### src/design/drs_pkg.sv
// Shared types and constants for the disk request scheduler.
`timescale 1ns / 1ps
`default_nettype none
package drs_pkg;

	localparam int MAX_REQ  = 32;
	localparam int TRACK_W  = 16;
	localparam int IDX_W    = $clog2(MAX_REQ);
	localparam int CNT_W    = $clog2(MAX_REQ + 1);
	localparam int DIST_W   = 22;
	localparam int TCNT_W   = TRACK_W + 1;
	localparam logic [DIST_W-1:0] DIST_MAX = {DIST_W{1'b1}};

	// algorithm register codes
	localparam logic [1:0] ALG_SSTF  = 2'd0;
	localparam logic [1:0] ALG_SCAN  = 2'd1;
	localparam logic [1:0] ALG_CLOOK = 2'd2;

	// register indexes on the config port
	localparam logic [1:0] REG_ALG   = 2'd0;
	localparam logic [1:0] REG_DIR   = 2'd1;
	localparam logic [1:0] REG_TCNT  = 2'd2;
	localparam logic [1:0] REG_SHEAD = 2'd3;

	typedef enum logic [1:0] {
		KEY_DIST = 2'd0,
		KEY_MIN  = 2'd1,
		KEY_MAX  = 2'd2
	} key_mode_t;

	typedef enum logic [1:0] {
		GRP_ALL   = 2'd0,
		GRP_UPPER = 2'd1,
		GRP_LOWER = 2'd2
	} grp_t;

	typedef struct packed {
		logic      clr;
		logic      vld;
		key_mode_t mode;
		grp_t      grp;
	} pick_ctl_t;

	typedef enum logic [3:0] {
		ST_LOAD   = 4'b0001,
		ST_SEARCH = 4'b0010,
		ST_DRAIN  = 4'b0100,
		ST_DECIDE = 4'b1000
	} state_t;

endpackage
`default_nettype wire

### src/design/drs_ram.sv
// Generic single-write, single-read RAM with registered read data.
`timescale 1ns / 1ps
`default_nettype none
module drs_ram #(
	parameter int WIDTH = 16,
	parameter int DEPTH = 32
) (
	input  wire                     clk,
	input  wire                     we,
	input  wire [$clog2(DEPTH)-1:0] waddr,
	input  wire [WIDTH-1:0]         wdata,
	input  wire [$clog2(DEPTH)-1:0] raddr,
	output logic [WIDTH-1:0]        rdata
);

	logic [WIDTH-1:0] mem_q [DEPTH];

	always_ff @(posedge clk) begin
		if (we) begin
			mem_q[waddr] <= wdata;
		end
		rdata <= mem_q[raddr];
	end

endmodule
`default_nettype wire

### src/design/drs_pick.sv
// Shared compare unit: keeps the best eligible candidate seen during one store pass.
`timescale 1ns / 1ps
`default_nettype none
module drs_pick (
	input  wire                             clk,
	input  wire                             arst_n,
	input  drs_pkg::pick_ctl_t              ctl,
	input  wire [drs_pkg::IDX_W-1:0]        cand_idx,
	input  wire [drs_pkg::TRACK_W-1:0]      cand_val,
	input  wire                             cand_served,
	input  wire [drs_pkg::TRACK_W-1:0]      head,
	input  wire [drs_pkg::TRACK_W-1:0]      h0,
	output logic                            found,
	output logic [drs_pkg::IDX_W-1:0]       best_idx,
	output logic [drs_pkg::TRACK_W-1:0]     best_val
);

	logic                          found_q;
	logic [drs_pkg::TRACK_W-1:0]   best_key_q;
	logic [drs_pkg::IDX_W-1:0]     best_idx_q;
	logic [drs_pkg::TRACK_W-1:0]   best_val_q;
	logic [drs_pkg::TRACK_W-1:0]   key;
	logic                          in_grp;
	logic                          take;

	always_comb begin
		case (ctl.mode)
			drs_pkg::KEY_DIST: key = (cand_val > head) ? cand_val - head : head - cand_val;
			drs_pkg::KEY_MIN:  key = cand_val;
			drs_pkg::KEY_MAX:  key = ~cand_val;
			default:           key = cand_val;
		endcase
		case (ctl.grp)
			drs_pkg::GRP_ALL:   in_grp = 1'b1;
			drs_pkg::GRP_UPPER: in_grp = cand_val > h0;
			drs_pkg::GRP_LOWER: in_grp = cand_val <= h0;
			default:            in_grp = 1'b0;
		endcase
	end

	// strict less keeps the lowest index on a tie
	assign take = ctl.vld && !cand_served && in_grp && (!found_q || key < best_key_q);

	always_ff @(posedge clk or negedge arst_n) begin
		if (!arst_n) begin
			found_q <= 1'b0;
		end else if (ctl.clr) begin
			found_q <= 1'b0;
		end else if (take) begin
			found_q <= 1'b1;
		end
	end

	always_ff @(posedge clk) begin
		if (take) begin
			best_key_q <= key;
			best_idx_q <= cand_idx;
			best_val_q <= cand_val;
		end
	end

	assign found    = found_q;
	assign best_idx = best_idx_q;
	assign best_val = best_val_q;

endmodule
`default_nettype wire

### src/design/disk_request_scheduler_unit.sv
// Disk request scheduler top level: request store, sequencer, config port, output register.
//
//  channel  dir  handshake                 payload
//  s_*      in   s_tvalid/s_tready         tdata=request_track, tlast=last_request
//  m_*      out  m_tvalid/m_tready         tdata=position,distance; tuser=disk end; tlast
//  apb      in   psel&penable&pwrite       algorithm, direction, track_count, start_head
//
//  A non-final request is written into the store. The final request starts the walk: each
//  emitted position (disk end included) costs one pass over the store through the shared
//  compare unit, plus one pass when a C-LOOK batch crosses to its second side; s_tready
//  is low until the last beat is in the output register. A full output register holds
//  the sequencer in its decide step. Reset clears control state and sets config to defaults.
`timescale 1ns / 1ps
`default_nettype none
module disk_request_scheduler_unit (
	input  wire         clk,
	input  wire         arst_n,
	input  wire         psel,
	input  wire         penable,
	input  wire         pwrite,
	input  wire  [3:0]  paddr,
	input  wire  [31:0] pwdata,
	output logic [31:0] prdata,
	output logic        pready,
	input  wire         s_tvalid,
	output logic        s_tready,
	input  wire  [15:0] s_tdata,   // [15:0] request_track
	input  wire         s_tlast,
	output logic        m_tvalid,
	input  wire         m_tready,
	output logic [39:0] m_tdata,   // [15:0] served_position, [37:16] distance_so_far, pad
	output logic        m_tuser,   // [0] is_disk_end
	output logic        m_tlast
);

	localparam int TW = drs_pkg::TRACK_W;
	localparam int CW = drs_pkg::CNT_W;
	localparam int IW = drs_pkg::IDX_W;
	localparam int DW = drs_pkg::DIST_W;
	localparam int NW = drs_pkg::TCNT_W;
	localparam logic [NW-1:0] SPAN = {1'b1, {TW{1'b0}}};

	// config registers
	logic [1:0]    alg_q;
	logic          dir_q;
	logic [NW-1:0] tcnt_q;
	logic [TW-1:0] shead_q;

	// sequencer state
	drs_pkg::state_t          state_q;
	logic [CW-1:0]            cnt_q;
	logic [CW-1:0]            srv_cnt_q;
	logic [IW-1:0]            scan_q;
	logic                     phase_q;
	logic [drs_pkg::MAX_REQ-1:0] served_q;
	logic [TW-1:0]            head_q;
	logic [TW-1:0]            h0_q;
	logic [DW-1:0]            total_q;
	logic                     rd_vld_s1;
	logic [IW-1:0]            idx_s1;

	// output register
	logic          m_tvalid_q;
	logic [TW-1:0] o_pos_q;
	logic [DW-1:0] o_dist_q;
	logic          o_end_q;
	logic          o_last_q;

	logic               cfg_wr;
	logic               s_acc;
	logic               store_we;
	logic [TW-1:0]      rd_data;
	logic               found;
	logic [IW-1:0]      best_idx;
	logic [TW-1:0]      best_val;
	drs_pkg::pick_ctl_t pick_ctl;
	logic               is_scan;
	logic               is_clook;
	logic               is_sweep;
	logic               out_free;
	logic [TW-1:0]      end_pos;
	logic [TW-1:0]      next_pos;
	logic [TW-1:0]      step_d;
	logic [DW:0]        sum_w;
	logic [DW-1:0]      total_new;
	logic               req_last;
	logic               end_last;
	logic               scan_done;
	logic               out_load;
	logic               out_last_d;
	logic               go_search;

	assign is_scan  = alg_q == drs_pkg::ALG_SCAN;
	assign is_clook = alg_q == drs_pkg::ALG_CLOOK;
	assign is_sweep = is_scan || is_clook;

	// ---------------- config port ----------------
	assign pready = 1'b1;
	assign cfg_wr = psel && penable && pwrite && pready;

	always_ff @(posedge clk or negedge arst_n) begin
		if (!arst_n) begin
			alg_q   <= drs_pkg::ALG_SSTF;
			dir_q   <= 1'b1;
			tcnt_q  <= SPAN;
			shead_q <= '0;
		end else if (cfg_wr) begin
			case (paddr[3:2])
				drs_pkg::REG_ALG:   alg_q   <= pwdata[1:0];
				drs_pkg::REG_DIR:   dir_q   <= pwdata[0];
				drs_pkg::REG_TCNT:  tcnt_q  <= pwdata[NW-1:0];
				drs_pkg::REG_SHEAD: shead_q <= pwdata[TW-1:0];
				default: ;
			endcase
		end
	end

	always_comb begin
		case (paddr[3:2])
			drs_pkg::REG_ALG:   prdata = {30'd0, alg_q};
			drs_pkg::REG_DIR:   prdata = {31'd0, dir_q};
			drs_pkg::REG_TCNT:  prdata = {{(32-NW){1'b0}}, tcnt_q};
			drs_pkg::REG_SHEAD: prdata = {{(32-TW){1'b0}}, shead_q};
			default:            prdata = '0;
		endcase
	end

	// ---------------- request store ----------------
	assign s_tready = state_q == drs_pkg::ST_LOAD;
	assign s_acc    = s_tvalid && s_tready;
	assign store_we = s_acc && (cnt_q < CW'(drs_pkg::MAX_REQ));

	drs_ram #(
		.WIDTH(TW),
		.DEPTH(drs_pkg::MAX_REQ)
	) u_store (
		.clk  (clk),
		.we   (store_we),
		.waddr(cnt_q[IW-1:0]),
		.wdata(s_tdata),
		.raddr(scan_q),
		.rdata(rd_data)
	);

	// ---------------- shared compare unit ----------------
	always_comb begin
		pick_ctl.vld = rd_vld_s1;
		pick_ctl.clr = go_search;
		if (!is_sweep) begin
			pick_ctl.mode = drs_pkg::KEY_DIST;
			pick_ctl.grp  = drs_pkg::GRP_ALL;
		end else if (!phase_q) begin
			pick_ctl.mode = dir_q ? drs_pkg::KEY_MIN : drs_pkg::KEY_MAX;
			pick_ctl.grp  = dir_q ? drs_pkg::GRP_UPPER : drs_pkg::GRP_LOWER;
		end else if (dir_q) begin
			pick_ctl.mode = is_scan ? drs_pkg::KEY_MAX : drs_pkg::KEY_MIN;
			pick_ctl.grp  = drs_pkg::GRP_LOWER;
		end else begin
			pick_ctl.mode = is_scan ? drs_pkg::KEY_MIN : drs_pkg::KEY_MAX;
			pick_ctl.grp  = drs_pkg::GRP_UPPER;
		end
	end

	drs_pick u_pick (
		.clk        (clk),
		.arst_n     (arst_n),
		.ctl        (pick_ctl),
		.cand_idx   (idx_s1),
		.cand_val   (rd_data),
		.cand_served(served_q[idx_s1]),
		.head       (head_q),
		.h0         (h0_q),
		.found      (found),
		.best_idx   (best_idx),
		.best_val   (best_val)
	);

	// ---------------- move and distance ----------------
	always_comb begin
		if (!dir_q || tcnt_q == '0) begin
			end_pos = '0;
		end else if (tcnt_q > SPAN) begin
			end_pos = {TW{1'b1}};
		end else begin
			end_pos = TW'(tcnt_q - NW'(1));
		end
	end

	assign next_pos  = found ? best_val : end_pos;
	assign step_d    = (next_pos > head_q) ? next_pos - head_q : head_q - next_pos;
	assign sum_w     = {1'b0, total_q} + {{(DW+1-TW){1'b0}}, step_d};
	assign total_new = sum_w[DW] ? drs_pkg::DIST_MAX : sum_w[DW-1:0];

	// a SCAN first side is never the end: the disk end still follows
	assign req_last  = (srv_cnt_q + CW'(1) == cnt_q) && !(is_scan && !phase_q);
	assign end_last  = srv_cnt_q == cnt_q;
	assign scan_done = {1'b0, scan_q} == cnt_q - CW'(1);
	assign out_free  = !m_tvalid_q || m_tready;

	always_comb begin
		out_load   = 1'b0;
		out_last_d = 1'b0;
		go_search  = 1'b0;
		if (s_acc && s_tlast) begin
			go_search = 1'b1;
		end
		if (state_q == drs_pkg::ST_DECIDE) begin
			if (found) begin
				out_load   = out_free;
				out_last_d = req_last;
				go_search  = out_free && !req_last;
			end else if (is_scan && !phase_q) begin
				out_load   = out_free;
				out_last_d = end_last;
				go_search  = out_free && !end_last;
			end else if (is_clook && !phase_q) begin
				go_search = 1'b1;
			end
		end
	end

	// ---------------- sequencer ----------------
	always_ff @(posedge clk or negedge arst_n) begin
		if (!arst_n) begin
			state_q   <= drs_pkg::ST_LOAD;
			cnt_q     <= '0;
			srv_cnt_q <= '0;
			scan_q    <= '0;
			phase_q   <= 1'b0;
			served_q  <= '0;
			rd_vld_s1 <= 1'b0;
		end else begin
			rd_vld_s1 <= state_q == drs_pkg::ST_SEARCH;
			case (state_q)
				drs_pkg::ST_LOAD: begin
					if (store_we) begin
						cnt_q <= cnt_q + CW'(1);
					end
					if (s_acc && s_tlast) begin
						srv_cnt_q <= '0;
						phase_q   <= 1'b0;
						served_q  <= '0;
						scan_q    <= '0;
						state_q   <= drs_pkg::ST_SEARCH;
					end
				end
				drs_pkg::ST_SEARCH: begin
					if (scan_done) begin
						state_q <= drs_pkg::ST_DRAIN;
					end else begin
						scan_q <= scan_q + IW'(1);
					end
				end
				drs_pkg::ST_DRAIN: begin
					state_q <= drs_pkg::ST_DECIDE;
				end
				drs_pkg::ST_DECIDE: begin
					if (found) begin
						if (out_free) begin
							served_q[best_idx] <= 1'b1;
							srv_cnt_q <= srv_cnt_q + CW'(1);
						end
					end else if (out_free || !is_scan) begin
						// the SCAN disk end beat must be taken before the side flips
						phase_q <= 1'b1;
					end
					if (go_search) begin
						scan_q  <= '0;
						state_q <= drs_pkg::ST_SEARCH;
					end else if (out_load || (!found && !(is_sweep && !phase_q))) begin
						// batch finished (or nothing left to serve)
						cnt_q   <= '0;
						state_q <= drs_pkg::ST_LOAD;
					end
				end
				default: state_q <= drs_pkg::ST_LOAD;
			endcase
		end
	end

	always_ff @(posedge clk) begin
		idx_s1 <= scan_q;
		if (s_acc && s_tlast) begin
			head_q  <= shead_q;
			h0_q    <= shead_q;
			total_q <= '0;
		end else if (out_load) begin
			head_q  <= next_pos;
			total_q <= total_new;
		end
	end

	// ---------------- output register ----------------
	always_ff @(posedge clk or negedge arst_n) begin
		if (!arst_n) begin
			m_tvalid_q <= 1'b0;
		end else if (out_load) begin
			m_tvalid_q <= 1'b1;
		end else if (m_tready) begin
			m_tvalid_q <= 1'b0;
		end
	end

	always_ff @(posedge clk) begin
		if (out_load) begin
			o_pos_q  <= next_pos;
			o_dist_q <= total_new;
			o_end_q  <= !found;
			o_last_q <= out_last_d;
		end
	end

	assign m_tvalid = m_tvalid_q;
	assign m_tdata  = {2'b00, o_dist_q, o_pos_q};
	assign m_tuser  = o_end_q;
	assign m_tlast  = o_last_q;

`ifndef SYNTH
	a_state_onehot: assert property (@(posedge clk) disable iff (!arst_n)
		$onehot(state_q))
		else $error("sequencer state not one-hot");

	a_cnt_range: assert property (@(posedge clk) disable iff (!arst_n)
		cnt_q <= CW'(drs_pkg::MAX_REQ))
		else $error("request count above store depth");

	a_srv_range: assert property (@(posedge clk) disable iff (!arst_n)
		(state_q != drs_pkg::ST_LOAD) |-> (srv_cnt_q <= cnt_q))
		else $error("more requests served than loaded");

	a_sstf_found: assert property (@(posedge clk) disable iff (!arst_n)
		(state_q == drs_pkg::ST_DECIDE && !is_sweep) |-> found)
		else $error("nearest-first pass found no unserved request");

	a_last_ends: assert property (@(posedge clk) disable iff (!arst_n)
		(out_load && out_last_d) |=> (state_q == drs_pkg::ST_LOAD && cnt_q == '0))
		else $error("final beat did not return to loading");
`endif

endmodule
`default_nettype wire

### config.mk
export PLATFORM = sky130hd
export DESIGN_NAME = disk_request_scheduler_unit
export DESIGN_NICKNAME = d
export VERILOG_FILES = /design/src/design/drs_pkg.sv /design/src/design/drs_ram.sv /design/src/design/drs_pick.sv /design/src/design/disk_request_scheduler_unit.sv
export SDC_FILE = /design/constraint.sdc
export NUM_CORES = 1
export LEC_CHECK = 0
export ABC_AREA = 0
export ABC_CLOCK_PERIOD_IN_PS = 8600
export BUFFER_PORTS_ARGS = -buffer_cell sky130_fd_sc_hd__buf_2
export CAP_MARGIN = 20
export CORE_MARGIN = 2
export CORE_UTILIZATION = 55
export CTS_BUF_LIST = sky130_fd_sc_hd__clkbuf_2
export DETAILED_ROUTE_END_ITERATION = 7
export PLACE_DENSITY = 0.75
export RECOVER_POWER = 25
export SLEW_MARGIN = 20
export SYNTH_ARGS = -nofsm -noshare
export SYNTH_HDL_FRONTEND = slang
export SYNTH_SLANG_ARGS = --single-unit
### constraint.sdc
create_clock -name clk -period 8.6 [get_ports clk]
set_clock_uncertainty 0.2 [all_clocks]
set_input_delay 0.43 -clock clk [delete_from_list [all_inputs] [get_ports clk]]
set_output_delay 0.43 -clock clk [all_outputs]
set_load 0.01 [all_outputs]
Word-level counts from Yosys, hierarchy flattened
Memory sizes are Yosys's and may differ from the RTL's. A register that Yosys moved wholly into a read port is not among the register bits. Cells that the tools add are included.

Register bits after elaboration: 229. RAM bits: 512. Input port bits: 60. Output and inout bits: 77. Word-level logic and storage cells: 186. Memories: 1.

$add $sub $neg: 10. Order comparisons: 10. Eq/ne operators: 27. Mux-type cells: 62. Bitwise gates (word level): 2. Reduce and logical (&&, ||, !) cells: 50.

Memories: u_store.mem_q (words 32, bits a word 16, rd ports 1, clocked after Yosys merged registers in 1, wr ports 1, RTL line drs_ram.sv:16) `logic [WIDTH-1:0] mem_q [DEPTH];`.

Operators by type and width (number): $pmux 32 s4 (1); $mux 16 (7); $mux 32 (3); $pmux 32 s2 (1); $sub 16x16->16 (4); $gt 16x16->1 (3); $mux 6 (6); $or 32x32->32 (1); $pmux 16 s2 (1); $mux 4 (7); $pmux 6 s2 (2); $add 22x16->23 (1); $mux 22 (1); $mux 1 (21); $gt 17x17->1 const B (1); $logic_not 17->1 (1); $le 16x16->1 (1); $logic_and 1x1->1 (16); $lt 16x16->1 (1); $not 16->16 (1); $pmux 4 s4 (1); $reduce_and 4->1 (4); $sub 16x1->16 const B (1); $mux 5 (3); other kinds (30) (72).

Depth between registers and ports, before layout
Depth in word-level cells: 12. Gate-level depth with buffers: 35. Mapped depth without buffers: 28.

Hierarchy
From an unflattened synthesis, not the netlist that was laid out.

Cells, all modules: 2662. Area, all modules: 35482.8 um^2.

By module, submodules not included: drs_ram (instances 1, cells an instance 1143, area each 20534.7 um^2); disk_request_scheduler_unit (instances 1, cells an instance 1074, area each 10973.0 um^2); drs_pick (instances 1, cells an instance 445, area each 3975.1 um^2).

Worst setup path after synthesis
No wires, ideal clock.

Kind: register -> register. Start point: register tcnt_q[7]. End point: register total_q[11]. Arrival time: 6.603 ns. Data required time: 8.280 ns. Setup slack: 1.677 ns. Cell stages (with the launch flop): 32. Period minus slack after synthesis: 6.923 ns. Cell sequence: dfrtp_1 -> or4_4 -> nor4_4 -> inv_1 -> or4_4 -> o211ai_4 -> buf_4 -> a21oi_1 -> a21oi_2 -> inv_1 -> ha_1 -> nor2b_1 -> o21a_1 -> o211ai_1 -> nand3_1 -> nand3b_1 -> a22o_1 -> clkbuf_1 -> buf_2 -> mux2i_1 -> xnor2_1 -> ha_1 -> clkbuf_1 -> a21oi_1 -> o21bai_1 -> a21o_1 -> a21o_1 -> a221o_1 -> clkbuf_1 -> and3_1 -> or2_1 -> a22o_1.

Longest elaborated chain between the ends: 8. Elaborated cells between the ends (all ways): 13. Classes of those cells: add/sub (4); order compare (2); mux (5); reduce/logical (2).

RTL lines: start, declared (RTL line disk_request_scheduler_unit.sv:46) `logic [NW-1:0] tcnt_q;`; start signal, assigned (RTL line disk_request_scheduler_unit.sv:111) `drs_pkg::REG_TCNT: tcnt_q <= pwdata[NW-1:0];`; $gt 17x17->1 / $logic_not 17->1 (equally long branches) (RTL line disk_request_scheduler_unit.sv:182, disk_request_scheduler_unit.sv:180); $mux 16 / $logic_or 1x1->1 (equally long branches) (RTL line disk_request_scheduler_unit.sv:182, disk_request_scheduler_unit.sv:180); $mux 16 (*) (RTL line disk_request_scheduler_unit.sv:180) `if (!dir_q || tcnt_q == '0) begin`; $mux 16 (*) (RTL line disk_request_scheduler_unit.sv:189) `assign next_pos = found ? best_val : end_pos;`; net next_pos[2] (RTL line disk_request_scheduler_unit.sv:82) `logic [TW-1:0] next_pos;`; $sub 16x16->16 / $gt 16x16->1 (equally long branches) (RTL line disk_request_scheduler_unit.sv:190) `assign step_d = (next_pos > head_q) ? next_pos - head_q : head_q - next_pos;`; $mux 16 (*) (RTL line disk_request_scheduler_unit.sv:190); $add 22x16->23 (*) (RTL line disk_request_scheduler_unit.sv:191) `assign sum_w = {1'b0, total_q} + {{(DW+1-TW){1'b0}}, step_d};`; $mux 22 (*) (RTL line disk_request_scheduler_unit.sv:192) `assign total_new = sum_w[DW] ? drs_pkg::DIST_MAX : sum_w[DW-1:0];`; net total_new[11] (RTL line disk_request_scheduler_unit.sv:85) `logic [DW-1:0] total_new;`; end signal, assigned (RTL line disk_request_scheduler_unit.sv:289) `total_q <= total_new;`; end, declared (RTL line disk_request_scheduler_unit.sv:58) `logic [DW-1:0] total_q;`.

Mark *: on every way through the listed nets, which the timed path passes. The rest lies on a longest branch. A chain may end at the register's enable or synchronous reset.

Worst setup path after layout
Start point: register tcnt_q[0]. End point: register total_q[2].

Longest elaborated chain between the ends: 8. Elaborated cells between the ends (all ways): 13. Classes of those cells: add/sub (4); order compare (2); mux (5); reduce/logical (2).

RTL lines: $sub 16x1->16, or another cell as far along (RTL line disk_request_scheduler_unit.sv:185) `end_pos = TW'(tcnt_q - NW'(1));`; $mux 16 / $logic_or 1x1->1 (equally long branches) (RTL line disk_request_scheduler_unit.sv:182, disk_request_scheduler_unit.sv:180); $mux 16 (*) (RTL line disk_request_scheduler_unit.sv:180); $mux 16 (*) (RTL line disk_request_scheduler_unit.sv:189); net next_pos[10] (RTL line disk_request_scheduler_unit.sv:82); $sub 16x16->16 / $gt 16x16->1 (equally long branches) (RTL line disk_request_scheduler_unit.sv:190); $mux 16 (*) (RTL line disk_request_scheduler_unit.sv:190); $add 22x16->23 (*) (RTL line disk_request_scheduler_unit.sv:191); $mux 22 (*) (RTL line disk_request_scheduler_unit.sv:192); net total_new[2] (RTL line disk_request_scheduler_unit.sv:85).

Marked as above.

==> reports/qor.txt <==
================================================================================
Crit path capture type                                                      flop
Category of the worst setup path launch point                               flop
Worst hold slack across all endpoints                                   0.137 ns
Post-layout minimum cycle time                                           7.96 ns
Final standard cell utilization of the core                                0.619
Post-synthesis sequential area ratio                                       0.629
Clock slew at reported path FFs                                          0.10 ns
Total of cells resized after clock tree synthesis                              0
First-pass GRT wire length                                            127,000 um
Distinct cell type count after synthesis                                      75
Setup slack at placement                                                0.817 ns
H-tree level count                                                             4
Critical path required time                                              9.70 ns
Worst relative slew slack                                                  -1.20
CP peak stage delay                                                      0.56 ns
FMAX                                                                     126 MHz
Via density per instance                                                    5.88
CTS root buf                                                        sky130_fd_sc_hd__clkbuf_2
GR Util All Layers                                                         0.265
Portion of netlist area occupied by mux cells                              0.143
Final RePlAce weighted congestion                                          0.921
Critical Path AT                                                         9.06 ns
Violations in the final reports                                     max-capacitance violations, max-slew violations
Number of standard cells in the layout, taps in and fillers out            3,623
Number of nets with antenna violations after routing                           0
Total cell area at the placement stage                              36,200 sq um
Fraction of registers with async set/reset                                 0.123
Critical path's slowest cell                                        sky130_fd_sc_hd__or4_1
Initial core utilization                                                   0.553
Most instantiated library cell after synthesis                      sky130_fd_sc_hd__edfxtp_1
Combined buffer and inverter count along the critical path                     2
Type of the worst setup path                                             reg2reg
Cells taking the most area after synthesis                          sky130_fd_sc_hd__edfxtp_1 (54%), sky130_fd_sc_hd__mux4_2 (11%), sky130_fd_sc_hd__dfrtp_1 (6.5%), sky130_fd_sc_hd__ha_1 (4.3%), sky130_fd_sc_hd__dfxtp_1 (2.5%)
Final std cell area, no fill                                        38,800 sq um
Horizontal extent of the die                                              255 um
Worst slew pin tran                                                      3.30 ns
Setup TNS after final layout                                                0 ns
IO Pins                                                                      137
CTS sink count                                                               757
Largest delay contributor family on the critical path               compound AO/OA/AOI/OAI gates
Most common library cells after synthesis                           sky130_fd_sc_hd__edfxtp_1 (621), sky130_fd_sc_hd__mux4_2 (171), sky130_fd_sc_hd__nor2_1 (157), sky130_fd_sc_hd__a21oi_1 (129), sky130_fd_sc_hd__ha_1 (120)
Number of synthesized flops with an enable pin                               621
Maximum count of clock buffers along a single path                             3
Post-route clock period utilization                                        0.926
Die Y                                                                     255 um
Most prevalent standard cell on the critical path                   sky130_fd_sc_hd__ha_1
Gr ovfl total                                                                  0
Proportion of netlist area held by the largest area contributor            0.537
FF+latch count, synth                                                        757
Final Worst Setup Slack                                                 0.640 ns
HPWL reported at the end of detailed placement                         53,800 um
Detailed Route Iter0 Violations                                            2,125
Number of placed instances with taps included                              3,182
Die area                                                            65,100 sq um
Power per unit of standard cell area                                 290 nW/um^2
Min-delay worst type                                                      in2reg
Unrepaired setup endpoints after global routing                               no
Synth Instances                                                            2,290
Antenna violations before repair                                               4
Total setup buffers inserted after CTS                                         0
Wire length after detailed routing                                     84,200 um
Rows                                                                          92
Clock buffer count from CTS                                                  182
Largest family of logic cells by synthesized area                   multiplexers
TritonCTS clock tree                                                        done
Leakage                                                                  14.6 nW
Vias in the first global route                                            21,500
Adder and majority cell fraction of the synthesized area                  0.0461
Share of the synthesized netlist area taken by xor and xnor gates         0.0245
Hold Vio Cnt, Final                                                            0
Fraction of layout cells with a size suffix above 1                        0.259
Area leader, netlist                                                sky130_fd_sc_hd__edfxtp_1
Synth-to-layout area growth                                                11.8%
Total number of vias                                                      21,300
Average wire per standard cell                                           23.2 um
Maximum fanout along the worst path                                           16
Yosys Warn Count                                                               0
Average size of a mapped cell                                         15.2 sq um
DRC errors left                                                                0
Setup violation total in the final timing report                               0
Synth Flop Type                                                     sky130_fd_sc_hd__edfxtp_1
Number of iterations in the first detailed-routing pass                        5
Outcome                                                             finished, violations left
Complex-gate fraction of the synthesized area                             0.0684
Total power consumption of the routed design                             11.2 mW
Cell area after synthesis                                           34,700 sq um
Maximum VDD drop                                                          150 uV
Simple logic cell fraction of the synthesized area                        0.0601
Number of port buffers                                                       101
Floorplan core area                                                 62,700 sq um
Max-capacitance violation count                                                3
Final layout net count                                                     2,800
Pin count of the biggest net entering global routing                          65
Worst skew pair latency                                                  1.46 ns
Fin. max-slew vios                                                            92
================================================================================
-- final cells by class --
type                    count  area [sq um]
fillers                  4629         23900
flip-flops and latches    757         21800
multi-input cells        1312         12000
repair buffers            251          1840
clock buffers             272          1360
well taps                 846          1060
inverters                 111           418
clock inverters            64           305
diodes                     10          25.0
-- power breakdown --
part,switching [mW],internal (mW),total (mW)
Clock,1.45,0.869,2.32
Combinational,2.34,1.88,4.22
Sequential,0.373,4.32,4.70
-- worst paths after layout --
kind	depth (start not counted)	slack [ns]	from	end
max in group asynchronous	6	5.46	arst_n	srv_cnt_q[0]
worst min-delay path	5	0.14	paddr[2]	dir_q
min in group asynchronous	5	1.00	arst_n	tcnt_q[14]
worst max register to register	27	0.64	tcnt_q[0]	total_q[2]
worst min register to register	0	0.28	idx_s1[3]	u_pick.best_idx[3]
worst max-delay path	27	0.64	tcnt_q[0]	total_q[2]
-- placed cells by master (no fill, tap or decap), drive strengths merged, types with 9 or more instances in the layout --
| cell | n |
|---|---|
| nand2b | 11 |
| a21o | 46 |
| nor3 | 32 |
| mux4 | 171 |
| nor2 | 157 |
| edfxtp | 621 |
| a21oi | 140 |
| clkinv | 55 |
| clkbuf | 286 |
| o21ai | 62 |
| o21bai | 9 |
| diode | 10 |
| dlygate4sd3 | 88 |
| and2 | 12 |
| mux2 | 63 |
| mux2i | 41 |
| a31oi | 19 |
| conb | 18 |
| dfrtp | 90 |
| or2 | 11 |
| dfxtp | 43 |
| xor2 | 45 |
| xnor2 | 52 |
| a22o | 16 |
| and3 | 14 |
| nand2 | 79 |
| inv | 120 |
| nand4 | 20 |
| ha | 120 |
| buf | 149 |
| a211oi | 12 |
| o21a | 14 |
| nand3 | 26 |
| nor2b | 29 |
-- sequential cells by signal, indices dropped and copies added, names as in the netlist, 6 cells and up --
| signal | count |
|---|---|
| u_store.mem_q | 512 |
| served_q | 32 |
| o_dist_q | 22 |
| total_q | 22 |
| tcnt_q | 17 |
| h0_q | 16 |
| head_q | 16 |
| o_pos_q | 16 |
| shead_q | 16 |
| u_pick.best_key_q | 16 |
| u_pick.best_val | 16 |
| u_store.rdata | 16 |
| cnt_q | 6 |
| srv_cnt_q | 6 |
-- logic make-up after synthesis --
logic type               Yosys count
other                              2
AO/OA/AOI/OAI                    368
flip-flops                       757
buffers and inverters            237
XOR/XNOR                          97
adder cells (fa/ha/maj)          125
multiplexers                     275
AND/OR/NAND/NOR                  429
-- worst min-delay path, delay by kind of cell --
family,cells,cell delay (ns)
multiplexers,1,0.21
buffers and inverters,2,0.90
AND/OR/NAND/NOR,2,0.19
-- timing repair --
action | in CTS | in global routing
endpoints found under the setup margin | 0 | 0
endpoints found under the hold margin | 1032 | 56
hold buffers | 89 | 3
-- per-layer routing --
metal	share of wire	wire length (um)	global-route usage
met1	0.40	33700	0.345
met4	0.025	2140	0.101
met5	0.00015	13	0
met3	0.070	5880	0.0512
met2	0.50	42500	0.445
Note: power is estimated with default switching activity, not from simulation.
